[config.mk]
export PLATFORM = sky130hd
export DESIGN_NAME = outstanding_result_tracker_table_core
export DESIGN_NICKNAME = d
export VERILOG_FILES = /design/src/hdl/ortt_pkg.sv /design/src/hdl/ortt_ctrl.sv /design/src/hdl/ortt_dpath.sv /design/src/hdl/outstanding_result_tracker_table_core.sv
export SDC_FILE = /design/constraint.sdc
export NUM_CORES = 2
export LEC_CHECK = 0
export ABC_AREA = 1
export BUFFER_PORTS_ARGS = -buffer_cell sky130_fd_sc_hd__clkbuf_2
export CAP_MARGIN = 30
export CORE_MARGIN = 4
export CORE_UTILIZATION = 51
export CTS_CLUSTER_DIAMETER = 30
export CTS_CLUSTER_SIZE = 40
export DETAILED_ROUTE_END_ITERATION = 10
export PLACE_DENSITY = 0.73
export SKIP_CTS_REPAIR_TIMING = 1
export SLEW_MARGIN = 10
export SYNTH_ARGS = -nofsm -noshare
export SYNTH_HDL_FRONTEND = slang
export SYNTH_SLANG_ARGS = --single-unit
[constraint.sdc]
create_clock -name clk -period 8 [get_ports clk]
set_clock_uncertainty 0.2 [all_clocks]
set_input_delay 0.8 -clock clk [delete_from_list [all_inputs] [get_ports clk]]
set_output_delay 0.8 -clock clk [all_outputs]
set_load 0.005 [all_outputs]
[src/hdl/ortt_pkg.sv]
// Shared types and constants for the outstanding result tracker table.
// Used by ortt_ctrl, ortt_dpath, the top level and the port checker.
`timescale 1ns / 1ps

package ortt_pkg;

  localparam int CNT_W      = 6;
  localparam int ID_W       = 32;
  localparam int TIME_W     = 64;
  localparam int IN_DATA_W  = 104;
  localparam int OUT_DATA_W = 104;
  localparam int CFG_ADDR_W = 1;
  localparam int CFG_DATA_W = 64;

  localparam logic [TIME_W-1:0] STALE_LIMIT_RESET = 64'd1000000000;

  // configuration register indexes
  localparam logic [CFG_ADDR_W-1:0] CFG_TRACKING_ENABLE = 1'b0;
  localparam logic [CFG_ADDR_W-1:0] CFG_STALE_AGE_LIMIT = 1'b1;

  typedef enum logic [1:0] {
    REQ_REGISTER = 2'd0,
    REQ_MARK     = 2'd1,
    REQ_CHECK    = 2'd2,
    REQ_CLEANUP  = 2'd3
  } req_t;

  typedef enum logic [1:0] {
    STAT_OK        = 2'd0,
    STAT_NOT_FOUND = 2'd1,
    STAT_FULL      = 2'd2
  } status_t;

  typedef enum logic [1:0] {
    ST_IDLE,
    ST_SCAN,
    ST_DONE
  } state_t;

  typedef struct packed {
    logic [ID_W-1:0]   id;
    logic              handled;
    logic              error;
    logic [TIME_W-1:0] created;
  } entry_t;

  // controller -> datapath
  typedef struct packed {
    logic accept;
    logic scan_en;
    logic final_load;
  } dp_cmd_t;

  // datapath -> controller
  typedef struct packed {
    logic enabled;
    logic slot_free;
    logic scan_done;
  } dp_stat_t;

endpackage

[src/hdl/ortt_ctrl.sv]
// Request sequencer for the tracker table: accept, table scan, final item.
// Depends on ortt_pkg; drives ortt_dpath through dp_cmd_t / dp_stat_t.
`timescale 1ns / 1ps

module ortt_ctrl (
  input  logic               clk,
  input  logic               rst,
  input  logic               in_valid,
  input  logic [1:0]         in_type,
  output logic               in_ready,
  output ortt_pkg::dp_cmd_t  cmd,
  input  ortt_pkg::dp_stat_t stat
);

  ortt_pkg::state_t state;
  ortt_pkg::state_t state_next;

  always_ff @(posedge clk) begin
    if (rst) begin
      state <= ortt_pkg::ST_IDLE;
    end else begin
      state <= state_next;
    end
  end

  always_comb begin
    state_next = state;
    cmd        = '0;
    in_ready   = 1'b0;
    unique case (state)
      ortt_pkg::ST_IDLE: begin
        in_ready = 1'b1;
        if (in_valid) begin
          cmd.accept = 1'b1;
          // register and disabled requests skip the table scan
          if (!stat.enabled || ortt_pkg::req_t'(in_type) == ortt_pkg::REQ_REGISTER) begin
            state_next = ortt_pkg::ST_DONE;
          end else begin
            state_next = ortt_pkg::ST_SCAN;
          end
        end
      end
      ortt_pkg::ST_SCAN: begin
        cmd.scan_en = 1'b1;
        if (stat.scan_done) begin
          state_next = ortt_pkg::ST_DONE;
        end
      end
      ortt_pkg::ST_DONE: begin
        if (stat.slot_free) begin
          cmd.final_load = 1'b1;
          state_next     = ortt_pkg::ST_IDLE;
        end
      end
      default: begin
        state_next = ortt_pkg::ST_IDLE;
      end
    endcase
  end

endmodule

[src/hdl/ortt_dpath.sv]
// Datapath of the tracker table: entry memory, scan pipeline, config
// registers and the output register. Depends on ortt_pkg.
`timescale 1ns / 1ps

module ortt_dpath #(
  parameter int TABLE_DEPTH = 32
) (
  input  logic                            clk,
  input  logic                            rst,
  input  ortt_pkg::dp_cmd_t               cmd,
  output ortt_pkg::dp_stat_t              stat,
  input  logic [1:0]                      in_type,
  input  logic                            in_is_error,
  input  logic [ortt_pkg::ID_W-1:0]       in_target_id,
  input  logic [ortt_pkg::TIME_W-1:0]     in_now_time,
  input  logic                            cfg_we,
  input  logic [ortt_pkg::CFG_ADDR_W-1:0] cfg_addr,
  input  logic [ortt_pkg::CFG_DATA_W-1:0] cfg_wdata,
  input  logic                            out_ready,
  output logic                            out_valid,
  output logic [1:0]                      out_status,
  output logic [ortt_pkg::ID_W-1:0]       out_id,
  output logic [ortt_pkg::TIME_W-1:0]     out_age,
  output logic                            out_stale,
  output logic [ortt_pkg::CNT_W-1:0]      out_count,
  output logic                            out_last
);

  localparam int IDX_W = $clog2(TABLE_DEPTH);
  localparam logic [ortt_pkg::CNT_W-1:0] DEPTH_CNT = ortt_pkg::CNT_W'(TABLE_DEPTH);

  ortt_pkg::entry_t mem [TABLE_DEPTH];
  ortt_pkg::entry_t rd_data;

  logic                          tracking_enable;
  logic [ortt_pkg::TIME_W-1:0]   stale_age_limit;
  logic [ortt_pkg::CNT_W-1:0]    occupancy;
  logic [ortt_pkg::ID_W-1:0]     next_id;

  ortt_pkg::req_t                req_type;
  logic [ortt_pkg::ID_W-1:0]     req_target;
  logic [ortt_pkg::TIME_W-1:0]   req_now;
  ortt_pkg::status_t             fin_status;
  logic [ortt_pkg::ID_W-1:0]     fin_id;

  logic [ortt_pkg::CNT_W-1:0]    rd_idx;    // next address to read
  logic [IDX_W-1:0]              ev_idx;    // address of rd_data
  logic                          ev_valid;  // rd_data holds a live entry
  logic [ortt_pkg::CNT_W-1:0]    wr_ptr;    // compaction write pointer

  logic                          slot_free;
  logic                          scan_ev;
  logic [ortt_pkg::TIME_W-1:0]   entry_age;
  logic                          is_stale;
  logic                          mark_hit;
  logic                          stale_emit;
  logic                          scan_stall;
  logic                          scan_adv;
  logic                          rd_en;
  logic                          move_en;
  logic                          reg_go;
  logic                          table_full;
  logic                          mem_we;
  logic [IDX_W-1:0]              mem_waddr;
  ortt_pkg::entry_t              mem_wdata;

  assign slot_free  = !out_valid || out_ready;
  assign scan_ev    = cmd.scan_en && ev_valid;
  assign entry_age  = req_now - rd_data.created;
  assign is_stale   = !rd_data.handled && rd_data.error && (entry_age > stale_age_limit);
  assign mark_hit   = scan_ev && req_type == ortt_pkg::REQ_MARK && rd_data.id == req_target;
  assign stale_emit = scan_ev && req_type == ortt_pkg::REQ_CHECK && is_stale;
  assign scan_stall = stale_emit && !slot_free;
  assign scan_adv   = cmd.scan_en && !scan_stall && !mark_hit;
  assign rd_en      = scan_adv && (rd_idx < occupancy);
  assign move_en    = scan_ev && req_type == ortt_pkg::REQ_CLEANUP && !rd_data.handled;
  assign table_full = occupancy >= DEPTH_CNT;
  assign reg_go     = cmd.accept && tracking_enable && !table_full &&
                      ortt_pkg::req_t'(in_type) == ortt_pkg::REQ_REGISTER;

  assign stat.enabled   = tracking_enable;
  assign stat.slot_free = slot_free;
  assign stat.scan_done = mark_hit || (cmd.scan_en && !ev_valid && rd_idx >= occupancy);

  // single write port: append, mark or compaction move, never together
  always_comb begin
    mem_we    = 1'b0;
    mem_waddr = occupancy[IDX_W-1:0];
    mem_wdata = rd_data;
    priority if (reg_go) begin
      mem_we            = 1'b1;
      mem_wdata.id      = next_id;
      mem_wdata.handled = 1'b0;
      mem_wdata.error   = in_is_error;
      mem_wdata.created = in_now_time;
    end else if (mark_hit) begin
      mem_we            = 1'b1;
      mem_waddr         = ev_idx;
      mem_wdata.handled = 1'b1;
    end else if (move_en) begin
      mem_we    = 1'b1;
      mem_waddr = wr_ptr[IDX_W-1:0];
    end
  end

  always_ff @(posedge clk) begin
    if (mem_we) begin
      mem[mem_waddr] <= mem_wdata;
    end
    if (rd_en) begin
      rd_data <= mem[rd_idx[IDX_W-1:0]];
    end
  end

  // control state
  always_ff @(posedge clk) begin
    if (rst) begin
      tracking_enable <= 1'b1;
      stale_age_limit <= ortt_pkg::STALE_LIMIT_RESET;
      occupancy       <= '0;
      next_id         <= '0;
      ev_valid        <= 1'b0;
      out_valid       <= 1'b0;
    end else begin
      if (cfg_we) begin
        unique case (cfg_addr)
          ortt_pkg::CFG_TRACKING_ENABLE: tracking_enable <= cfg_wdata[0];
          ortt_pkg::CFG_STALE_AGE_LIMIT: stale_age_limit <= cfg_wdata;
          default: ;
        endcase
      end
      if (reg_go) begin
        occupancy <= occupancy + 1'b1;
        next_id   <= next_id + 1'b1;
      end else if (stat.scan_done && req_type == ortt_pkg::REQ_CLEANUP) begin
        occupancy <= wr_ptr;
      end
      if (cmd.accept) begin
        ev_valid <= 1'b0;
      end else if (scan_adv) begin
        ev_valid <= rd_en;
      end
      if ((stale_emit && slot_free) || cmd.final_load) begin
        out_valid <= 1'b1;
      end else if (out_ready) begin
        out_valid <= 1'b0;
      end
    end
  end

  // request context and scan counters
  always_ff @(posedge clk) begin
    if (cmd.accept) begin
      req_type   <= ortt_pkg::req_t'(in_type);
      req_target <= in_target_id;
      req_now    <= in_now_time;
      rd_idx     <= '0;
      wr_ptr     <= '0;
      if (!tracking_enable) begin
        fin_status <= ortt_pkg::STAT_OK;
        fin_id     <= '0;
      end else begin
        unique case (ortt_pkg::req_t'(in_type))
          ortt_pkg::REQ_REGISTER: begin
            fin_status <= table_full ? ortt_pkg::STAT_FULL : ortt_pkg::STAT_OK;
            fin_id     <= table_full ? '0 : next_id;
          end
          ortt_pkg::REQ_MARK: begin
            fin_status <= ortt_pkg::STAT_NOT_FOUND;
            fin_id     <= in_target_id;
          end
          default: begin
            fin_status <= ortt_pkg::STAT_OK;
            fin_id     <= '0;
          end
        endcase
      end
    end else begin
      if (mark_hit) begin
        fin_status <= ortt_pkg::STAT_OK;
      end
      if (rd_en) begin
        rd_idx <= rd_idx + 1'b1;
        ev_idx <= rd_idx[IDX_W-1:0];
      end
      if (move_en) begin
        wr_ptr <= wr_ptr + 1'b1;
      end
    end
  end

  // output register payload
  always_ff @(posedge clk) begin
    if (stale_emit && slot_free) begin
      out_status <= ortt_pkg::STAT_OK;
      out_id     <= rd_data.id;
      out_age    <= entry_age;
      out_stale  <= 1'b1;
      out_count  <= occupancy;
      out_last   <= 1'b0;
    end else if (cmd.final_load) begin
      out_status <= fin_status;
      out_id     <= fin_id;
      out_age    <= '0;
      out_stale  <= 1'b0;
      out_count  <= occupancy;
      out_last   <= 1'b1;
    end
  end

endmodule

[src/hdl/outstanding_result_tracker_table_core.sv]
// Outstanding result tracker table, top level: stream ports, config port.
// Depends on ortt_pkg, ortt_ctrl and ortt_dpath.
//
// Usage:
//   Requests arrive on the s_axis channel (tuser = request kind), results
//   leave on m_axis. Every request gives one result with tlast set; a check
//   request first gives one transfer per stale unhandled error entry
//   (tuser = 1, tlast = 0) in table order, then its closing transfer.
//   Requests are taken one at a time: s_axis_tready is high only while the
//   sequencer is idle, but that includes the time a finished result still
//   sits in the output register waiting for m_axis_tready.
// Sequence: a register or disabled request goes from the accept straight to
//   the DONE state, which loads the closing result into the output register.
//   mark, check, cleanup: the scan reads one entry per cycle, while no stale
//   report waits for m_axis_tready, from the single read port of the entry
//   memory, and mark stops at the first match; the closing result loads in
//   the DONE state after the scan.
// Stalls: while a stale report waits for m_axis_tready the scan holds its
//   place; nothing is dropped.
// Reset (rst, synchronous): empties the table, id counter to zero,
//   tracking enabled, stale limit 1e9. No memory clearing pass is needed.
// Config: cfg_we with cfg_addr 0 = tracking_enable (bit 0),
//   1 = stale_age_limit; write only while the block is idle.
`timescale 1ns / 1ps

module outstanding_result_tracker_table_core #(
  parameter int TABLE_DEPTH = 32
) (
  input  logic                                clk,
  input  logic                                rst,
  // request channel
  input  logic                                s_axis_tvalid,
  output logic                                s_axis_tready,
  // [0] is_error, [32:1] target_id, [96:33] now_time, [103:97] zero
  input  logic [ortt_pkg::IN_DATA_W-1:0]      s_axis_tdata,
  // [1:0] req_type
  input  logic [1:0]                          s_axis_tuser,
  // result channel
  output logic                                m_axis_tvalid,
  input  logic                                m_axis_tready,
  // [1:0] status, [33:2] entry_id, [97:34] entry_age, [103:98] live_count
  output logic [ortt_pkg::OUT_DATA_W-1:0]     m_axis_tdata,
  // [0] stale_report
  output logic [0:0]                          m_axis_tuser,
  output logic                                m_axis_tlast,
  // configuration write port
  input  logic                                cfg_we,
  input  logic [ortt_pkg::CFG_ADDR_W-1:0]     cfg_addr,
  input  logic [ortt_pkg::CFG_DATA_W-1:0]     cfg_wdata
);

  ortt_pkg::dp_cmd_t  cmd;
  ortt_pkg::dp_stat_t stat;

  logic [1:0]                    out_status;
  logic [ortt_pkg::ID_W-1:0]     out_id;
  logic [ortt_pkg::TIME_W-1:0]   out_age;
  logic                          out_stale;
  logic [ortt_pkg::CNT_W-1:0]    out_count;

  ortt_ctrl u_ctrl (
    .clk      (clk),
    .rst      (rst),
    .in_valid (s_axis_tvalid),
    .in_type  (s_axis_tuser),
    .in_ready (s_axis_tready),
    .cmd      (cmd),
    .stat     (stat)
  );

  ortt_dpath #(
    .TABLE_DEPTH (TABLE_DEPTH)
  ) u_dpath (
    .clk          (clk),
    .rst          (rst),
    .cmd          (cmd),
    .stat         (stat),
    .in_type      (s_axis_tuser),
    .in_is_error  (s_axis_tdata[0]),
    .in_target_id (s_axis_tdata[32:1]),
    .in_now_time  (s_axis_tdata[96:33]),
    .cfg_we       (cfg_we),
    .cfg_addr     (cfg_addr),
    .cfg_wdata    (cfg_wdata),
    .out_ready    (m_axis_tready),
    .out_valid    (m_axis_tvalid),
    .out_status   (out_status),
    .out_id       (out_id),
    .out_age      (out_age),
    .out_stale    (out_stale),
    .out_count    (out_count),
    .out_last     (m_axis_tlast)
  );

  assign m_axis_tdata = {out_count, out_age, out_id, out_status};
  assign m_axis_tuser = out_stale;

endmodule

Yosys cells after proc, flatten, opt, wreduce, memory -nomap -nowiden. Memories as Yosys holds them, arrays and structs flattened. A register that Yosys moved wholly into a read port is not among the register bits. Index checks and enable logic that the tools add are counted.

Register bits: 362. Bits in writable memories: 3136. Input port bits: 176. Output and inout bits: 108. Logic and storage cells: 126. Memories: 1.

Memory list: u_dpath.mem (depth 32, bits a word 98, read ports 1, clocked after Yosys merged registers in 1, wr ports 1, line ortt_dpath.sv:32) `ortt_pkg::entry_t mem [TABLE_DEPTH];`.

Add/sub/neg operators: 5. Magnitude comparators: 4. Equality and inequality tests: 10. Multiplexer cells: 40. Bitwise gates (word level): 2. Reductions and logical operators: 43.

Operator list (count): 2-to-1 mux 32 bit (4); 2-to-1 mux 64 bit (2); 2-to-1 mux 65 bit (1); > comparator 64 bit (1); case mux 32 bit (2 select lines) (1); subtractor 64 bit (1); adder 32 x 1 -> 32 bit, second input constant (1); equality test 32 bit (1); 2-to-1 mux 6 bit (4); logical AND 1 bit (20); adder 6 x 1 -> 6 bit, second input constant (3); 2-to-1 mux 2 bit (8); 2-to-1 mux 1 bit (15); 2-to-1 mux 5 bit (3); logical NOT 1 bit (8); nonzero test 2 bit (4); equality test 2 x 1 -> 1 bit, second input constant (3); equality test 2 bit, second input constant (3); >= comparator 6 bit (1); >= comparator 6 bit, second input constant (1); < comparator 6 bit (1); case mux 2 bit (3 select lines) (1); AND reduction 2 bit (3); logical NOT 2 bit (2); other kinds (7) (12).

Longest topological paths before layout.
Depth in word-level cells: 11. Depth in mapped cells: 33. Mapped depth without buffers: 33.

Hierarchy. From an unflattened synthesis, not the netlist that was laid out.

Cells, all modules: 11558. Area total of the unflattened synthesis: 145793.6 sq um.

Modules (own cells, without submodules): ortt_dpath (instances 1, cells each 11530, area each 145628.4 sq um, seq. area each 106712.3 sq um); ortt_ctrl (instances 1, cells each 28, area each 165.2 sq um, seq. area each 40.0 sq um).

Least setup slack after synthesis. Ideal clock, no wire load.

Path kind: in2reg. Start point: input s_axis_tvalid. End point: memory u_dpath.mem[21][0] (netlist name) (enable). Setup time: 0.556 ns. Data arrival time: 6.496 ns. Data required time: 7.244 ns. Setup slack: 0.748 ns. Stages on the path: 8. Path buffers: 0. Cell sequence: nand2_4 -> inv_4 -> nand3_4 -> nand3_1 -> nand2_1 -> inv_2 -> nand2_2 -> nor2_1.

RTL lines: start, declared (line outstanding_result_tracker_table_core.sv:32) `input logic s_axis_tvalid,`; end, declared (line ortt_dpath.sv:32).

Worst setup path after layout.
Start point: register u_dpath.rd_data[14] (netlist name). End point: register u_dpath.rd_data[4] (netlist name).

Word-level cells in the longest chain between the ends: 9.

RTL lines: subtractor 64 bit (line ortt_dpath.sv:69) `assign entry_age = req_now - rd_data.created;`; via u_dpath.entry_age (one bit) (line ortt_dpath.sv:53) `logic [ortt_pkg::TIME_W-1:0] entry_age;`; > comparator 64 bit (line ortt_dpath.sv:70) `assign is_stale = !rd_data.handled && rd_data.error && (entry_age > stale_age_limit);`; logical AND 1 bit (line ortt_dpath.sv:70); logical AND 1 bit (line ortt_dpath.sv:72) `assign stale_emit = scan_ev && req_type == ortt_pkg::REQ_CHECK && is_stale;`; logical AND 1 bit (line ortt_dpath.sv:73) `assign scan_stall = stale_emit && !slot_free;`; logical NOT 1 bit (line ortt_dpath.sv:74) `assign scan_adv = cmd.scan_en && !scan_stall && !mark_hit;`; logical AND 1 bit (2 in series) (line ortt_dpath.sv:74); logical AND 1 bit (line ortt_dpath.sv:75) `assign rd_en = scan_adv && (rd_idx < occupancy);`; via u_dpath.rd_en (line ortt_dpath.sv:59) `logic rd_en;`.

The timed path passes the listed nets, and every way through them passes these cells. A chain may end at the register's enable or synchronous reset.

==> results.cfg <==
[outcome]
run_status = complete, but fails checks
violations = negative hold slack

[timing]
fin_crit_ns = 6.76
setup_tns_ns = 0
maxClockFrequency_mhz = 148
slew_violations = 0
slew-limit-headroom_pct = 14.2
hold_ws_ns = -0.00911
tightest_slew_ns = 1.29
hold_viol = 1
rsz0062_at_grt = no
finalCritPeriodShare_pct = 84.5
setup_viol = 0

[finish]
nets = 12500
multi_input_area_um2 = 34900
drive_gt1_share_pct = 13.6
syn_to_final_growth_pct = 19.9
fillers = 20000
regArea_um2 = 107000

[floorplan]
fp.dieArea_um2 = 294000
initial_core_util_pct = 51.4
design.core.area_um2 = 283000
rows = 195
die_x_um = 543
io_pins = 284
die_height_um = 543

[global_route]
grt_max_degree = 208
grt_usage_pct = 30.9
antenna_found_initial = 28
grt_pass1_vias = 100000
grt_pass1_wl_um = 670000
grt_overflow = 0

[power]
p_int_uw = 39200
irDropWorstVdd_mv = 0.225
p_sw_share_pct = 27.1
total_power_uw = 53700
pwr-share-seq_pct = 39.8
power_frac_comb_pct = 12.9
p_sw_uw = 14600
p_clk_share_pct = 47.3
leakagePower_uw = 0.0599
pwr_density_cell_nw_per_um2 = 307

[clocking]
clk_path_buf_depth = 4
cts_tree = done
cts_buffers = 591
h-tree-depth = 6
clock_latency_ns = 1.03
root_buffer = clkbuf_16
path_clk_slew_ns = 0.05
clkSinkCount = 3596

[placed_design]
port-buffer-count = 276
dp_hpwl_um = 256000
gp_congestion = 0.977

[synth]
ys_warn_count = 0
synth_edf_count = 3473
synth_top_cells_by_area = edfxtp_1, o21ai_0, nor2_1
synth_fp_nets = 11900
netlist.area_leader.share_pct = 71.6
ys_types = 61
avgSynthCellArea_um2 = 12.6
ys.flop_type = edfxtp_1
syn_area_um2 = 146000
synthArstFlopShare_pct = 0
yosysTopAreaCell = edfxtp_1
synthCells = 11600
ys_ff_latch = 3596
yosysSeqAreaShare_pct = 73.3

[route]
met1Wirelength_um = 174000
ant_nets = 0
route.met2.wl_um = 208000
dr.pass1.iters = 8
drc = 0
routed_via_density = 6.39
drt_iter0_drc = 17800
wl_met3_um = 69100
wl_per_cell_um = 28.8
highest_layer = met5
finalWirelength_um = 474000
dr_total_vias = 105000

[setup_path]
crit_family = compound AO/OA/AOI/OAI gates
setup.worst_path.class = flop to flop
cp_num_buf_inv = 4
cpMaxStageDelayCell = xnor2_1
cp_common_cell = a21oi_1
cpPeakStageDelay_ns = 0.79
cp_data_arrival_time_ns = 7.22
timing.critical_path.from_type = flop
end_kind = flop
worstPathMaxFanout = 45
crit_chain = inv_1 -> ha_1 -> a21oi_1 -> o21ai_0 -> a21oi_1 -> o21ai_0 -> nand2b_1 -> nand3_1 -> nand2_1 -> xnor2_1 -> inv_1 -> ha_1 -> a21oi_1 -> a21oi_1 -> nor2_1 -> nand2_1 -> a21oi_1 -> nand2_1 -> nand3_1 -> nand3_2 -> inv_6 -> buf_12
cp_data_required_time_ns = 8.45

[worst_hold_path]
hold_class = primary input to flop

[job]
max-cap-violations = 0
-- Yosys cell counts (6+ instances only) --
| cell | number |
|---|---|
| a211oi_1 | 10 |
| a21o_1 | 8 |
| a21oi_1 | 327 |
| a221oi_1 | 12 |
| a31oi_1 | 91 |
| a32oi_1 | 16 |
| a41oi_1 | 12 |
| buf_1 | 36 |
| buf_2 | 137 |
| clkbuf_1 | 547 |
| dfxtp_1 | 123 |
| edfxtp_1 | 3473 |
| ha_1 | 138 |
| inv_1 | 460 |
| inv_2 | 12 |
| nand2_1 | 869 |
| nand2_2 | 8 |
| nand3_1 | 243 |
| nand3b_1 | 8 |
| nand4_1 | 67 |
| nor2_1 | 1989 |
| nor2_2 | 7 |
| nor2b_1 | 6 |
| nor3_1 | 74 |
| nor4_1 | 12 |
| o211ai_1 | 67 |
| o21a_1 | 9 |
| o21ai_0 | 1870 |
| o21ai_1 | 59 |
| o21bai_1 | 7 |
| o221ai_1 | 257 |
| o22ai_1 | 528 |
| or2_2 | 16 |
| xnor2_1 | 24 |
| xor2_1 | 42 |
-- power by group through the flow --
stage	combinational, µW	clock (µW)	sequential, µW
after CTS	6620	25500	21400
after global routing	7450	26500	21400
final	6920	25400	21400
after global placement	6240	0	21800
after floorplan	4160	0	21700
after detailed placement	6540	0	21800
-- through the flow --
stage               util (%)  cell area [µm²]  hold slack (ns)  std cells  setup slack, ns
finish                  61.7           175000         -0.00911      16500             1.24
global route            61.7           175000         0.000932      16500             1.09
CTS                     61.1           173000           -0.274      16300             1.24
detailed placement      53.9           153000            0.260      15200             1.30
global placement        53.7           152000            0.240      15100             1.28
floorplan                  -           146000            0.235      11600            0.748
-- layout make-up --
cell class / instances / share of cell area (%)
sequential: 3596 / 61.1
multi-input combinational: 6815 / 20.0
clock buffer: 656 / 8.74
timing repair buffer: 725 / 3.61
clock inverter: 437 / 2.84
tap: 3743 / 2.68
inverter: 475 / 1.05
antenna: 21 / 0.0301
-- worst reg2reg max path, stage by stage, from the launching register on --
cell      delay, ns
edfxtp_1       0.35
inv_1          0.21
ha_1           0.35
a21oi_1        0.24
o21ai_0        0.20
a21oi_1        0.25
o21ai_0        0.14
nand2b_1       0.28
nand3_1        0.12
nand2_1        0.07
xnor2_1        0.79
inv_1          0.12
ha_1           0.33
a21oi_1        0.20
a21oi_1        0.10
nor2_1         0.11
nand2_1        0.08
a21oi_1        0.47
nand2_1        0.26
nand3_1        0.38
nand3_2        0.29
inv_6          0.48
buf_12         0.33
-- state kept, by name, indices dropped and copies added, names as in the netlist, 32 cells and up --
| signal | count |
|---|---|
| u_dpath.mem | 3136 |
| u_dpath.rd_data | 98 |
| u_dpath.out_age | 64 |
| u_dpath.req_now | 64 |
| u_dpath.stale_age_limit | 64 |
| u_dpath.fin_id | 32 |
| u_dpath.next_id | 32 |
| u_dpath.out_id | 32 |
| u_dpath.req_target | 32 |
-- final timing paths --
path	to	start	slack [ns]	depth (start not counted)
setup / recovery	u_dpath.rd_data[4]	u_dpath.rd_data[14]	1.24	22
hold / removal	u_dpath.tracking_enable	cfg_we	-0.009	5
hold reg to reg	u_dpath.out_stale	u_dpath.out_stale	0.26	2
setup reg to reg	u_dpath.rd_data[4]	u_dpath.rd_data[14]	1.24	22
-- cell usage in the layout, fill, tap and decap left out, types with 33 or more instances in the layout --
master         synthesis  layout
edfxtp_1            3473    3473
nor2_1              1989    1954
o21ai_0             1870    1777
nand2_1              869     867
clkbuf_16              0     601
o22ai_1              528     527
inv_1                460     458
a21oi_1              327     326
clkbuf_2               0     276
o221ai_1             257     257
nand3_1              243     243
buf_4                  3     187
dlygate4sd3_1          0     151
ha_1                 138     138
dfxtp_1              123     119
a31oi_1               91      91
o21ai_2                1      84
clkinv_1               2      80
nor3_1                74      74
clkinvlp_4             0      74
clkinv_2               0      72
o21ai_1               59      69
nand4_1               67      67
o211ai_1              67      67
bufinv_16              0      63
buf_12                 0      63
inv_6                  0      57
clkbuf_1             547      53
clkinv_4               0      47
xor2_1                42      42
nor2_4                 3      37
buf_8                  0      33
-- layer usage --
layer  track usage, %  up-vias
li1                 -    44300
met1             42.7    51200
met2             46.2     8352
met3             8.63     1374
met4             13.5       16
met5                0        -
-- kinds of logic after synthesis --
family / count (synthesis) / share of synthesized area, %
adders and majority gates: 139 / 1.20
xor gates and xnor gates: 66 / 0.397
DFF: 3596 / 73.3
AOI/OAI and AO/OA: 3288 / 12.8
and+or+nand+nor: 3322 / 9.13
buffers and inverters: 1199 / 3.22
Note: power is estimated with default switching activity, not from simulation.
